File: src/hdl/numerov_recurrence_step_macros.svh
// Assertion macros for the Numerov recurrence step.
// Used by the top level only; needs no other file.
`ifndef NUMEROV_RECURRENCE_STEP_MACROS_SVH
`define NUMEROV_RECURRENCE_STEP_MACROS_SVH
`ifndef SYNTHESIS
// Same-cycle implication under reset.
`define NRS_ASSERT_NOW(lbl, clk, rstn, ante, cons) \
    lbl: assert property (@(posedge clk) disable iff (!rstn) (ante) |-> (cons)) \
        else $error("assertion failed");
// Next-cycle implication under reset.
`define NRS_ASSERT_NEXT(lbl, clk, rstn, ante, cons) \
    lbl: assert property (@(posedge clk) disable iff (!rstn) (ante) |=> (cons)) \
        else $error("assertion failed");
`else
`define NRS_ASSERT_NOW(lbl, clk, rstn, ante, cons)
`define NRS_ASSERT_NEXT(lbl, clk, rstn, ante, cons)
`endif
`endif

File: src/hdl/nrs_pkg.sv
// Shared types, widths and helpers for the Numerov recurrence step.
// No dependencies.
package nrs_pkg;

    localparam int Q_W       = 40;  // step coefficient width
    localparam int V_W       = 36;  // multiplicand width of a weight lane
    localparam int P_W       = 38;  // rounded lane product width
    localparam int C_W       = 31;  // clipped weight width
    localparam int NUM_W     = 64;  // numerator width
    localparam int MAG_W     = 63;  // numerator magnitude width
    localparam int DIV_STEPS = 63;
    localparam int CNT_W     = 6;

    localparam logic [1:0] CFG_LAMBDA = 2'd0;
    localparam logic [1:0] CFG_QCOEF  = 2'd1;
    localparam logic [1:0] CFG_START  = 2'd2;

    typedef enum logic [2:0] {
        ST_IDLE,
        ST_COEF,
        ST_CLIP,
        ST_MIX,
        ST_NUM,
        ST_DIV,
        ST_DONE
    } t_state;

    typedef struct packed {
        logic load;
        logic step;
        logic q_bit;
    } t_mul_ctl;

    typedef struct packed {
        logic             done;
        logic             neg;
        logic [MAG_W-1:0] quot;
    } t_div_out;

    typedef struct packed {
        logic                  flag;
        logic signed [C_W-1:0] val;
    } t_clip;

    // Clip a 40-bit signed value to the signed 31-bit range.
    function automatic t_clip clip31(input logic signed [39:0] v);
        t_clip r;
        if (v > 40'sd1073741823) begin
            r.flag = 1'b1;
            r.val  = 31'sh3FFFFFFF;
        end else if (v < -40'sd1073741824) begin
            r.flag = 1'b1;
            r.val  = 31'sh40000000;
        end else begin
            r.flag = 1'b0;
            r.val  = v[C_W-1:0];
        end
        return r;
    endfunction

endpackage

File: src/hdl/nrs_coef_mul.sv
// One weight lane: serial product of the step coefficient and a value,
// one coefficient bit per cycle while step is set, LSB first, rounded half up. Uses nrs_pkg.
module nrs_coef_mul
    import nrs_pkg::*;
(
    input  logic                  i_clk,
    input  t_mul_ctl              i_ctl,
    input  logic signed [V_W-1:0] i_v,
    output logic signed [P_W-1:0] o_prod
);

    logic signed [V_W-1:0] r_v;
    logic signed [P_W-1:0] r_hi;
    logic                  r_rb;
    logic signed [P_W-1:0] w_sum;

    // Low product bits leave at the bottom; only the last one (bit 39)
    // is kept for rounding.
    assign w_sum  = r_hi + (i_ctl.q_bit ? P_W'(r_v) : '0);
    assign o_prod = r_hi + P_W'({1'b0, r_rb});

    always_ff @(posedge i_clk) begin
        if (i_ctl.load) begin
            r_v  <= i_v;
            r_hi <= '0;
            r_rb <= 1'b0;
        end else if (i_ctl.step) begin
            r_hi <= w_sum >>> 1;
            r_rb <= w_sum[0];
        end
    end

endmodule

File: src/hdl/nrs_serial_div.sv
// Restoring divider, one quotient bit per cycle, truncating toward zero.
// Returns magnitude and sign of the quotient. Uses nrs_pkg.
module nrs_serial_div
    import nrs_pkg::*;
(
    input  logic                    i_clk,
    input  logic                    i_rst_n,
    input  logic                    i_start,
    input  logic signed [NUM_W-1:0] i_num,
    input  logic signed [C_W-1:0]   i_den,
    output t_div_out                o_res
);

    logic             r_busy;
    logic             r_done;
    logic             r_neg;
    logic [MAG_W-1:0] r_n;
    logic [MAG_W-1:0] r_q;
    logic [C_W-1:0]   r_dm;
    logic [C_W-1:0]   r_rem;
    logic [CNT_W-1:0] r_cnt;
    logic [C_W:0]     w_trial;
    logic             w_ge;
    logic [NUM_W-1:0] w_nabs;
    logic [C_W-1:0]   w_dabs;

    assign w_nabs  = i_num[NUM_W-1] ? NUM_W'(-i_num) : NUM_W'(i_num);
    assign w_dabs  = i_den[C_W-1] ? C_W'(-i_den) : C_W'(i_den);
    assign w_trial = {r_rem, r_n[MAG_W-1]};
    assign w_ge    = w_trial >= {1'b0, r_dm};

    assign o_res.done = r_done;
    assign o_res.neg  = r_neg;
    assign o_res.quot = r_q;

    always_ff @(posedge i_clk) begin
        if (!i_rst_n) begin
            r_busy <= 1'b0;
            r_done <= 1'b0;
        end else begin
            r_done <= 1'b0;
            if (i_start) begin
                r_busy <= 1'b1;
            end else if (r_busy && r_cnt == CNT_W'(DIV_STEPS - 1)) begin
                r_busy <= 1'b0;
                r_done <= 1'b1;
            end
        end
    end

    always_ff @(posedge i_clk) begin
        if (i_start) begin
            r_neg <= i_num[NUM_W-1] ^ i_den[C_W-1];
            r_n   <= w_nabs[MAG_W-1:0];
            r_dm  <= w_dabs;
            r_rem <= '0;
            r_q   <= '0;
            r_cnt <= '0;
        end else if (r_busy) begin
            r_rem <= w_ge ? C_W'(w_trial - {1'b0, r_dm}) : w_trial[C_W-1:0];
            r_q   <= {r_q[MAG_W-2:0], w_ge};
            r_n   <= r_n << 1;
            r_cnt <= r_cnt + 1'b1;
        end
    end

endmodule

File: src/hdl/numerov_recurrence_step.sv
// Numerov recurrence step: one new solution value per item, signed fixed point.
// An accepted item passes ST_COEF (coefficient-serial weights), ST_CLIP, ST_MIX
// (weight-serial numerator), ST_NUM, ST_DIV (divider) and ST_DONE. A zero leading
// weight skips the numerator and the divider. One item at a time: a new item is taken
// only after the last result is loaded to the output register, held off while stalled.
// Synchronous active-low reset restores register defaults and history; uses nrs_pkg.
`include "numerov_recurrence_step_macros.svh"
module numerov_recurrence_step
    import nrs_pkg::*;
#(
    parameter int FRAC_BITS = 16
)(
    input  logic               i_clk,
    input  logic               i_rst_n,
    input  logic               i_cfg_we,
    input  logic [1:0]         i_cfg_idx,
    input  logic [39:0]        i_cfg_data,
    input  logic               i_valid,
    output logic               o_stall,
    input  logic signed [31:0] i_pot_behind,
    input  logic signed [31:0] i_pot_here,
    input  logic signed [31:0] i_pot_ahead,
    input  logic signed [31:0] i_src_behind,
    input  logic signed [31:0] i_src_here,
    input  logic signed [31:0] i_src_ahead,
    input  logic               i_restart,
    output logic               o_valid,
    input  logic               i_stall,
    output logic signed [31:0] o_y_next,
    output logic               o_saturated,
    output logic               o_div_fault
);

    localparam logic signed [39:0] ONE_W = 40'sd1 <<< FRAC_BITS;

    // Configuration registers.
    logic signed [31:0] r_lam;
    logic [Q_W-1:0]     r_qcfg;
    logic signed [31:0] r_start;

    // History and control.
    t_state             r_state, n_state;
    logic signed [31:0] r_y_old, r_y_new;
    logic [Q_W-1:0]     r_qsh;
    logic [CNT_W-1:0]   r_cnt;

    // Weights and flags of the item at work.
    logic signed [C_W-1:0] r_c1, r_c4;
    logic [C_W-1:0]        r_c2sh, r_c3sh;
    logic                  r_sat, r_fault;
    logic signed [34:0]    r_mhi;
    logic [C_W-1:0]        r_mlo;
    logic signed [31:0]    r_y_res;

    // Output register.
    logic               r_o_valid, r_o_sat, r_o_fault;
    logic signed [31:0] r_o_y;

    // Control from the sequencer.
    logic     w_accept, w_div_start, w_out_load;
    t_mul_ctl w_mctl;
    t_div_out w_div;

    // Lane operands, formed when an item is accepted.
    logic signed [32:0]    w_k_b, w_k_h, w_k_a;
    logic signed [V_W-1:0] w_v_b, w_v_h, w_v_a, w_v_s;
    logic signed [P_W-1:0] w_p_b, w_p_h, w_p_a, w_p_s;
    t_clip                 w_c1, w_c2, w_c3, w_c4;

    // Numerator and result saturation.
    logic signed [33:0]    w_term, w_term_s;
    logic signed [34:0]    w_msum;
    logic signed [NUM_W-1:0] w_num;
    logic signed [31:0]    w_y_sat;
    logic                  w_q_clip;

    assign w_accept = i_valid && !o_stall;
    assign o_stall  = (r_state != ST_IDLE);

    assign o_valid     = r_o_valid;
    assign o_y_next    = r_o_y;
    assign o_saturated = r_o_sat;
    assign o_div_fault = r_o_fault;

    // k = lambda - g at each point; the middle one enters as 5k, and the
    // source lane takes s(x-h) + 10 s(x) + s(x+h).
    assign w_k_b = 33'(r_lam) - 33'(i_pot_behind);
    assign w_k_h = 33'(r_lam) - 33'(i_pot_here);
    assign w_k_a = 33'(r_lam) - 33'(i_pot_ahead);
    assign w_v_b = V_W'(w_k_b);
    assign w_v_a = V_W'(w_k_a);
    assign w_v_h = (V_W'(w_k_h) <<< 2) + V_W'(w_k_h);
    assign w_v_s = V_W'(i_src_behind) + (V_W'(i_src_here) <<< 3)
                 + (V_W'(i_src_here) <<< 1) + V_W'(i_src_ahead);

    // All four lanes share the coefficient bit stream.
    nrs_coef_mul u_mul_a (.i_clk(i_clk), .i_ctl(w_mctl), .i_v(w_v_a), .o_prod(w_p_a));
    nrs_coef_mul u_mul_h (.i_clk(i_clk), .i_ctl(w_mctl), .i_v(w_v_h), .o_prod(w_p_h));
    nrs_coef_mul u_mul_b (.i_clk(i_clk), .i_ctl(w_mctl), .i_v(w_v_b), .o_prod(w_p_b));
    nrs_coef_mul u_mul_s (.i_clk(i_clk), .i_ctl(w_mctl), .i_v(w_v_s), .o_prod(w_p_s));

    assign w_c1 = clip31(ONE_W + 40'(w_p_a));
    assign w_c2 = clip31((ONE_W - 40'(w_p_h)) <<< 1);
    assign w_c3 = clip31(ONE_W + 40'(w_p_b));
    assign w_c4 = clip31(40'(w_p_s));

    // The numerator difference y_newer*c2 - y_older*c3 is built one weight
    // bit per cycle, LSB first; the weights' sign bit carries negative weight.
    assign w_term   = (r_c2sh[0] ? 34'(r_y_new) : 34'sd0)
                    - (r_c3sh[0] ? 34'(r_y_old) : 34'sd0);
    assign w_term_s = (r_cnt == CNT_W'(C_W - 1)) ? -w_term : w_term;
    assign w_msum   = r_mhi + 35'(w_term_s);
    assign w_num    = NUM_W'({r_mhi, r_mlo}) + (NUM_W'(r_c4) <<< FRAC_BITS);

    nrs_serial_div u_div (
        .i_clk   (i_clk),
        .i_rst_n (i_rst_n),
        .i_start (w_div_start),
        .i_num   (w_num),
        .i_den   (r_c1),
        .o_res   (w_div)
    );

    // Clip the quotient magnitude to the signed 32-bit range.
    always_comb begin
        w_q_clip = 1'b0;
        if (!w_div.neg && w_div.quot > MAG_W'(32'h7FFFFFFF)) begin
            w_q_clip = 1'b1;
            w_y_sat  = 32'sh7FFFFFFF;
        end else if (w_div.neg && w_div.quot > MAG_W'(33'h080000000)) begin
            w_q_clip = 1'b1;
            w_y_sat  = 32'sh80000000;
        end else if (w_div.neg) begin
            w_y_sat = -$signed(w_div.quot[31:0]);
        end else begin
            w_y_sat = $signed(w_div.quot[31:0]);
        end
    end

    // Sequencer.
    always_ff @(posedge i_clk) begin
        if (!i_rst_n) begin
            r_state <= ST_IDLE;
        end else begin
            r_state <= n_state;
        end
    end

    always_comb begin
        n_state      = r_state;
        w_mctl.load  = 1'b0;
        w_mctl.step  = 1'b0;
        w_mctl.q_bit = r_qsh[0];
        w_div_start  = 1'b0;
        w_out_load   = 1'b0;
        case (r_state)
            ST_IDLE: begin
                if (w_accept) begin
                    w_mctl.load = 1'b1;
                    n_state     = ST_COEF;
                end
            end
            ST_COEF: begin
                w_mctl.step = 1'b1;
                if (r_cnt == CNT_W'(Q_W - 1)) begin
                    n_state = ST_CLIP;
                end
            end
            ST_CLIP: begin
                n_state = (w_c1.val == '0) ? ST_DONE : ST_MIX;
            end
            ST_MIX: begin
                if (r_cnt == CNT_W'(C_W - 1)) begin
                    n_state = ST_NUM;
                end
            end
            ST_NUM: begin
                w_div_start = 1'b1;
                n_state     = ST_DIV;
            end
            ST_DIV: begin
                if (w_div.done) begin
                    n_state = ST_DONE;
                end
            end
            ST_DONE: begin
                if (!r_o_valid || !i_stall) begin
                    w_out_load = 1'b1;
                    n_state    = ST_IDLE;
                end
            end
            default: begin
                n_state = ST_IDLE;
            end
        endcase
    end

    // Configuration and history; restart acts when the item is accepted.
    always_ff @(posedge i_clk) begin
        if (!i_rst_n) begin
            r_lam   <= '0;
            r_qcfg  <= Q_W'(40'd91625969);
            r_start <= 32'sd65536;
            r_y_old <= 32'sd65536;
            r_y_new <= 32'sd65536;
        end else begin
            if (i_cfg_we) begin
                case (i_cfg_idx)
                    CFG_LAMBDA: r_lam   <= i_cfg_data[31:0];
                    CFG_QCOEF:  r_qcfg  <= i_cfg_data;
                    CFG_START:  r_start <= i_cfg_data[31:0];
                    default: begin
                    end
                endcase
            end
            if (w_accept && i_restart) begin
                r_y_old <= r_start;
                r_y_new <= r_start;
            end else if (r_state == ST_DIV && w_div.done) begin
                r_y_old <= r_y_new;
                r_y_new <= w_y_sat;
            end
        end
    end

    // Datapath of the item at work.
    always_ff @(posedge i_clk) begin
        case (r_state)
            ST_IDLE: begin
                r_qsh   <= r_qcfg;
                r_cnt   <= '0;
                r_sat   <= 1'b0;
                r_fault <= 1'b0;
            end
            ST_COEF: begin
                r_qsh <= r_qsh >> 1;
                r_cnt <= r_cnt + 1'b1;
            end
            ST_CLIP: begin
                r_c1    <= w_c1.val;
                r_c4    <= w_c4.val;
                r_c2sh  <= w_c2.val;
                r_c3sh  <= w_c3.val;
                r_mhi   <= '0;
                r_mlo   <= '0;
                r_cnt   <= '0;
                r_sat   <= w_c1.flag | w_c2.flag | w_c3.flag | w_c4.flag;
                r_fault <= (w_c1.val == '0);
                r_y_res <= '0;
            end
            ST_MIX: begin
                r_mhi  <= w_msum >>> 1;
                r_mlo  <= {w_msum[0], r_mlo[C_W-1:1]};
                r_c2sh <= r_c2sh >> 1;
                r_c3sh <= r_c3sh >> 1;
                r_cnt  <= r_cnt + 1'b1;
            end
            ST_DIV: begin
                if (w_div.done) begin
                    r_y_res <= w_y_sat;
                    r_sat   <= r_sat | w_q_clip;
                end
            end
            default: begin
            end
        endcase
    end

    // Output register; a fault reports zero and no saturation.
    always_ff @(posedge i_clk) begin
        if (!i_rst_n) begin
            r_o_valid <= 1'b0;
        end else if (w_out_load) begin
            r_o_valid <= 1'b1;
        end else if (!i_stall) begin
            r_o_valid <= 1'b0;
        end
    end

    always_ff @(posedge i_clk) begin
        if (w_out_load) begin
            r_o_y     <= r_y_res;
            r_o_sat   <= r_sat & ~r_fault;
            r_o_fault <= r_fault;
        end
    end

    `NRS_ASSERT_NEXT(a_accept_starts, i_clk, i_rst_n, w_accept, r_state == ST_COEF)
    `NRS_ASSERT_NOW(a_done_in_div, i_clk, i_rst_n, w_div.done, r_state == ST_DIV)
    `NRS_ASSERT_NOW(a_fault_zero, i_clk, i_rst_n, o_valid && o_div_fault,
                    o_y_next == 32'sd0 && !o_saturated)
    `NRS_ASSERT_NEXT(a_load_shows, i_clk, i_rst_n, w_out_load, o_valid)

endmodule

File: config.mk
export PLATFORM = sky130hd
export DESIGN_NAME = numerov_recurrence_step
export DESIGN_NICKNAME = d
export VERILOG_FILES = /design/src/hdl/nrs_pkg.sv /design/src/hdl/nrs_coef_mul.sv /design/src/hdl/nrs_serial_div.sv /design/src/hdl/numerov_recurrence_step.sv
export VERILOG_INCLUDE_DIRS = /design/src /design/src/hdl
export SDC_FILE = /design/constraint.sdc
export NUM_CORES = 2
export LEC_CHECK = 0
export BUFFER_PORTS_ARGS = -buffer_cell sky130_fd_sc_hd__buf_2
export CAP_MARGIN = 25
export CORE_MARGIN = 3
export CORE_UTILIZATION = 40
export CTS_CLUSTER_DIAMETER = 40
export DETAILED_ROUTE_END_ITERATION = 7
export PLACE_DENSITY = 0.55
export SETUP_SLACK_MARGIN = 0.2
export SKIP_CTS_REPAIR_TIMING = 1
export SLEW_MARGIN = 20
export SYNTH_ARGS = -nofsm -noshare
export SYNTH_HDL_FRONTEND = slang
export SYNTH_SLANG_ARGS = --single-unit
File: constraint.sdc
create_clock -name i_clk -period 8 [get_ports i_clk]
set_input_delay 0.8 -clock i_clk [delete_from_list [all_inputs] [get_ports i_clk]]
set_output_delay 0.8 -clock i_clk [all_outputs]
set_load 0.02 [all_outputs]
==> run summary <==
synthesized area divided by synthesized cell count -> 8.76 µm²
clock tree sinks -> 962
initial antenna violation count -> 13
total chip power -> 29.7 mW
DRC violation total after the first TritonRoute iteration -> 3458
capture endpoint of the worst hold path -> r_qcfg[38]$_SDFFE_PN0P_
Relative slew margins -> 32.3%
clock transition at the register clock pins on the worst setup and hold paths after CTS -> 0.06 ns
Yosys top cell by area -> sky130_fd_sc_hd__edfxtp_1
worst hold slack -> 0.250 ns
Syn Inst Count -> 7723
std cell rows -> 150
GRT Resource Usage Total -> 21.3%
setup TNS after final layout -> 0 ns
dominant register cell in the synthesized netlist -> sky130_fd_sc_hd__edfxtp_1
category of the critical setup timing path -> flop to flop
CP Cell Sequence -> nand2_1 > ha_1 > inv_1 > fa_1 > a211oi_1 > o21bai_1 > a31o_2 > a2111oi_2 > o21bai_1 > xor2_1 > a2111oi_0 > buf_4 > or3b_2 > o31ai_1 > xor2_1 > ha_1 > nand3_1 > o21ai_0 > a211oi_1 > o21bai_1 > a21o_1 > a211oi_1 > xor2_1 > nor2_1
CP Data Arrival Time -> 7.57 ns
setup violators final -> 0
Yosys warning total -> 0
vias after detailed routing -> 56300
share of synthesized flip-flops with an asynchronous set or reset -> 0%
clock period minus final worst setup slack -> 7.05 ns
maximum root-to-sink buffer count -> 3
CTS buffer count -> 178
category of the worst setup path launch point -> flop
MaxCap Viol Count -> 0
stage delay of the slowest cell on the critical path -> 0.60 ns
CP max FO -> 17
area added between synthesis and finish -> 14.9%
most frequent cell after synthesis -> sky130_fd_sc_hd__nand2_1
FF+latch area -> 24600 µm²
grt total ovfl -> 0
Final Net Count -> 8762
post-detailed-route via-to-cell ratio -> 5.47
placed cells -> 9949
synth top area cells -> sky130_fd_sc_hd__edfxtp_1 (24%), sky130_fd_sc_hd__dfxtp_1 (13%), sky130_fd_sc_hd__ha_1 (9.5%)
Layout Cells excl Fill -> 10300
Starting Density -> 40.3%
Final Hold Fails -> 0
number of distinct library cells after synthesis -> 92
required time of the critical path -> 8.51 ns
net count after synthesis -> 8554
number of pins exceeding their max-slew limit in the final report -> 0
status -> finished, final reports clean
maximum achievable frequency -> 142 MHz
hold path cells -> 3
wire length of the first global-routing pass -> 299000 µm
DR DRC count -> 0
top cells by instance count after synthesis -> sky130_fd_sc_hd__nand2_1 (1051), sky130_fd_sc_hd__a21oi_1 (652), sky130_fd_sc_hd__edfxtp_1 (536)
IO Count -> 276
Tightest Hold Check Type -> input pin to flop
terminus of the critical flop-to-flop path -> r_mhi[32]$_SDFFCE_PN0P_
half-perimeter wire length after detailed placement -> 141000 µm
number of global-route vias before repair -> 54100
filler cell count -> 16100
startpoint of the most critical register-to-register path -> r_c2sh[0]$_DFFE_PP_
maximum number of pins on one net before global-route repair -> 139
critical hold path startpoint -> i_cfg_data[38]
number of synthesized flops with an enable pin -> 536
area enclosed by the die boundary -> 174000 µm²
cell count of the worst reg-to-reg path -> 24
portion of the clock cycle consumed by the worst path in the final layout -> 88.2%
layout cells sized above 1 -> 9.43%
Routability Congestion -> 0.906
Slew @ Worst Pin -> 1.02 ns
CTS tree -> yes
Crit-path slowest cell -> sky130_fd_sc_hd__edfxtp_1
Antenna Nets Post-Route -> 0
later-pin clock latency in the skew report -> 0.80 ns
WL per Instance -> 18.4 µm
buffers added on ports -> 275
register area share after synthesis -> 36.4%
setup repair after global routing missed its margin -> no
reg2reg setup slack -> 0.95 ns
Max IR drop VDD -> 0.000230 V
P_leak -> 32.4 nW
power density over the cells -> 382 nW/µm²
overall routed net length -> 190000 µm
overall die width -> 417 µm
CORE AREA -> 168000 µm²
kind of end point of the critical path -> flop
Die H -> 417 µm
share of the synthesized area in the top cell type -> 23.8%
cell area after technology mapping -> 67600 µm²
detailed-routing iteration count for the pre-antenna-repair pass -> 5
worst clock skew -> 0.0533 ns
Yosys reg bits -> 962
H-tree levels -> 4
footprint of the multi-input gates -> 40700 µm²
library cell used as clock root buffer -> sky130_fd_sc_hd__clkbuf_16
metrics by stage:
| step | area [µm²] | setup WS (ns) | utilization, % |
|---|---|---|---|
| finish | 77700 | 0.946 | 46.4 |
| global route | 77700 | 0.372 | 46.4 |
| CTS | 77600 | 0.519 | 46.3 |
| detailed placement | 71200 | 0.564 | 42.5 |
| global placement | 71200 | 0.587 | 42.5 |
| floorplan | 67600 | 1.10 | - |
cell families (layout without fill, tap and decap cells):
| kind of cell | after synthesis | in the layout | synth area share (%) |
|---|---|---|---|
| AOI/OAI and AO/OA | 2097 | 2097 | 19.7 |
| buffers and inverters | 644 | 1009 | 3.58 |
| and+or+nand+nor | 2707 | 2707 | 19.0 |
| other | 0 | 3 | 0 |
| xor gates and xnor gates | 645 | 645 | 8.35 |
| adders and majority gates | 592 | 592 | 11.8 |
| DFF | 962 | 962 | 36.4 |
| muxes | 76 | 76 | 1.13 |
power by group:
group          switching [mW]  internal, mW
clock network            2.81          5.05
logic                    8.40          5.62
registers               0.878          6.90
layout by cell type (no fill, tap or decap), types with 54 or more instances in the layout:
cell / netlist / layout
sky130_fd_sc_hd__a211oi_1: 73 / 73
sky130_fd_sc_hd__a21boi_0: 104 / 103
sky130_fd_sc_hd__a21o_1: 224 / 224
sky130_fd_sc_hd__a21oi_1: 652 / 650
sky130_fd_sc_hd__a31oi_1: 55 / 54
sky130_fd_sc_hd__and2_1: 256 / 256
sky130_fd_sc_hd__and3_1: 71 / 70
sky130_fd_sc_hd__buf_2: 1 / 275
sky130_fd_sc_hd__buf_4: 1 / 69
sky130_fd_sc_hd__clkbuf_16: 0 / 183
sky130_fd_sc_hd__dfxtp_1: 426 / 425
sky130_fd_sc_hd__edfxtp_1: 536 / 536
sky130_fd_sc_hd__fa_1: 77 / 77
sky130_fd_sc_hd__ha_1: 514 / 514
sky130_fd_sc_hd__inv_1: 316 / 315
sky130_fd_sc_hd__mux2i_1: 75 / 75
sky130_fd_sc_hd__nand2_1: 1051 / 1050
sky130_fd_sc_hd__nand2b_1: 68 / 67
sky130_fd_sc_hd__nand3_1: 216 / 215
sky130_fd_sc_hd__nand4_1: 86 / 86
sky130_fd_sc_hd__nor2_1: 520 / 514
sky130_fd_sc_hd__nor2b_1: 68 / 67
sky130_fd_sc_hd__nor3_1: 120 / 119
sky130_fd_sc_hd__o21a_1: 74 / 74
sky130_fd_sc_hd__o21ai_0: 463 / 462
sky130_fd_sc_hd__o21bai_1: 63 / 63
sky130_fd_sc_hd__o31ai_1: 66 / 66
sky130_fd_sc_hd__or3_1: 58 / 57
sky130_fd_sc_hd__xnor2_1: 386 / 386
sky130_fd_sc_hd__xor2_1: 259 / 259
layout make-up:
class / count / area share (%)
multi-input cells: 6117 / 52.4
flip-flops and latches: 962 / 31.7
clock buffers: 205 / 6.08
well taps: 2204 / 3.55
repair buffers: 354 / 2.65
clock inverters: 132 / 2.10
inverters: 318 / 1.55
diodes: 3 / 0.00966
metal layers:
layer  vias to the layer above  track usage (%)  routed length (µm)
met1                     26700             28.6               87400
met2                      1106             35.0               87800
met4                         0             7.67                6690
met5                         -                0                   0
li1                      28200                -                   -
met3                       283             2.86                7680
sequential cells by signal (all words and copies together) (netlist names), 32 cells and up:
name          cells
u_div.r_q        63
u_mul_s.r_v      36
r_y_old          32
u_mul_h.r_hi     37
r_y_res          32
u_mul_a.r_v      33
r_y_new          32
r_qsh            40
u_mul_s.r_hi     37
r_mhi            34
r_start          32
u_mul_b.r_hi     37
r_lam            32
u_mul_h.r_v      36
o_y_next         32
u_div.r_n        63
u_mul_a.r_hi     37
u_mul_b.r_v      33
r_qcfg           40
critical path, delay by kind of cell (launching register included):
| family | cells | cell delay (ns) |
|---|---|---|
| AO/OA/AOI/OAI | 12 | 3.57 |
| adder cells (fa/ha/maj) | 3 | 1.00 |
| AND/OR/NAND/NOR | 4 | 0.81 |
| flip-flops | 1 | 0.60 |
| XOR/XNOR | 3 | 0.52 |
| buffers and inverters | 2 | 0.25 |
worst max path at each step:
stage / slack [ns] / start / to / cells after the start
floorplan: 1.10 / r_state[1]$_SDFFE_PN0P_ / r_c2sh[0]$_DFFE_PP_ / 2
global placement: 0.59 / r_c2sh[0]$_DFFE_PP_ / r_mhi[32]$_SDFFCE_PN0P_ / 26
detailed placement: 0.56 / r_c2sh[0]$_DFFE_PP_ / r_mhi[32]$_SDFFCE_PN0P_ / 24
CTS: 0.52 / r_c2sh[0]$_DFFE_PP_ / r_mhi[32]$_SDFFCE_PN0P_ / 24
global route: 0.37 / r_c2sh[0]$_DFFE_PP_ / r_mhi[32]$_SDFFCE_PN0P_ / 27
finish: 0.95 / r_c2sh[0]$_DFFE_PP_ / r_mhi[32]$_SDFFCE_PN0P_ / 24
Note: power is estimated with default switching activity, not from simulation.
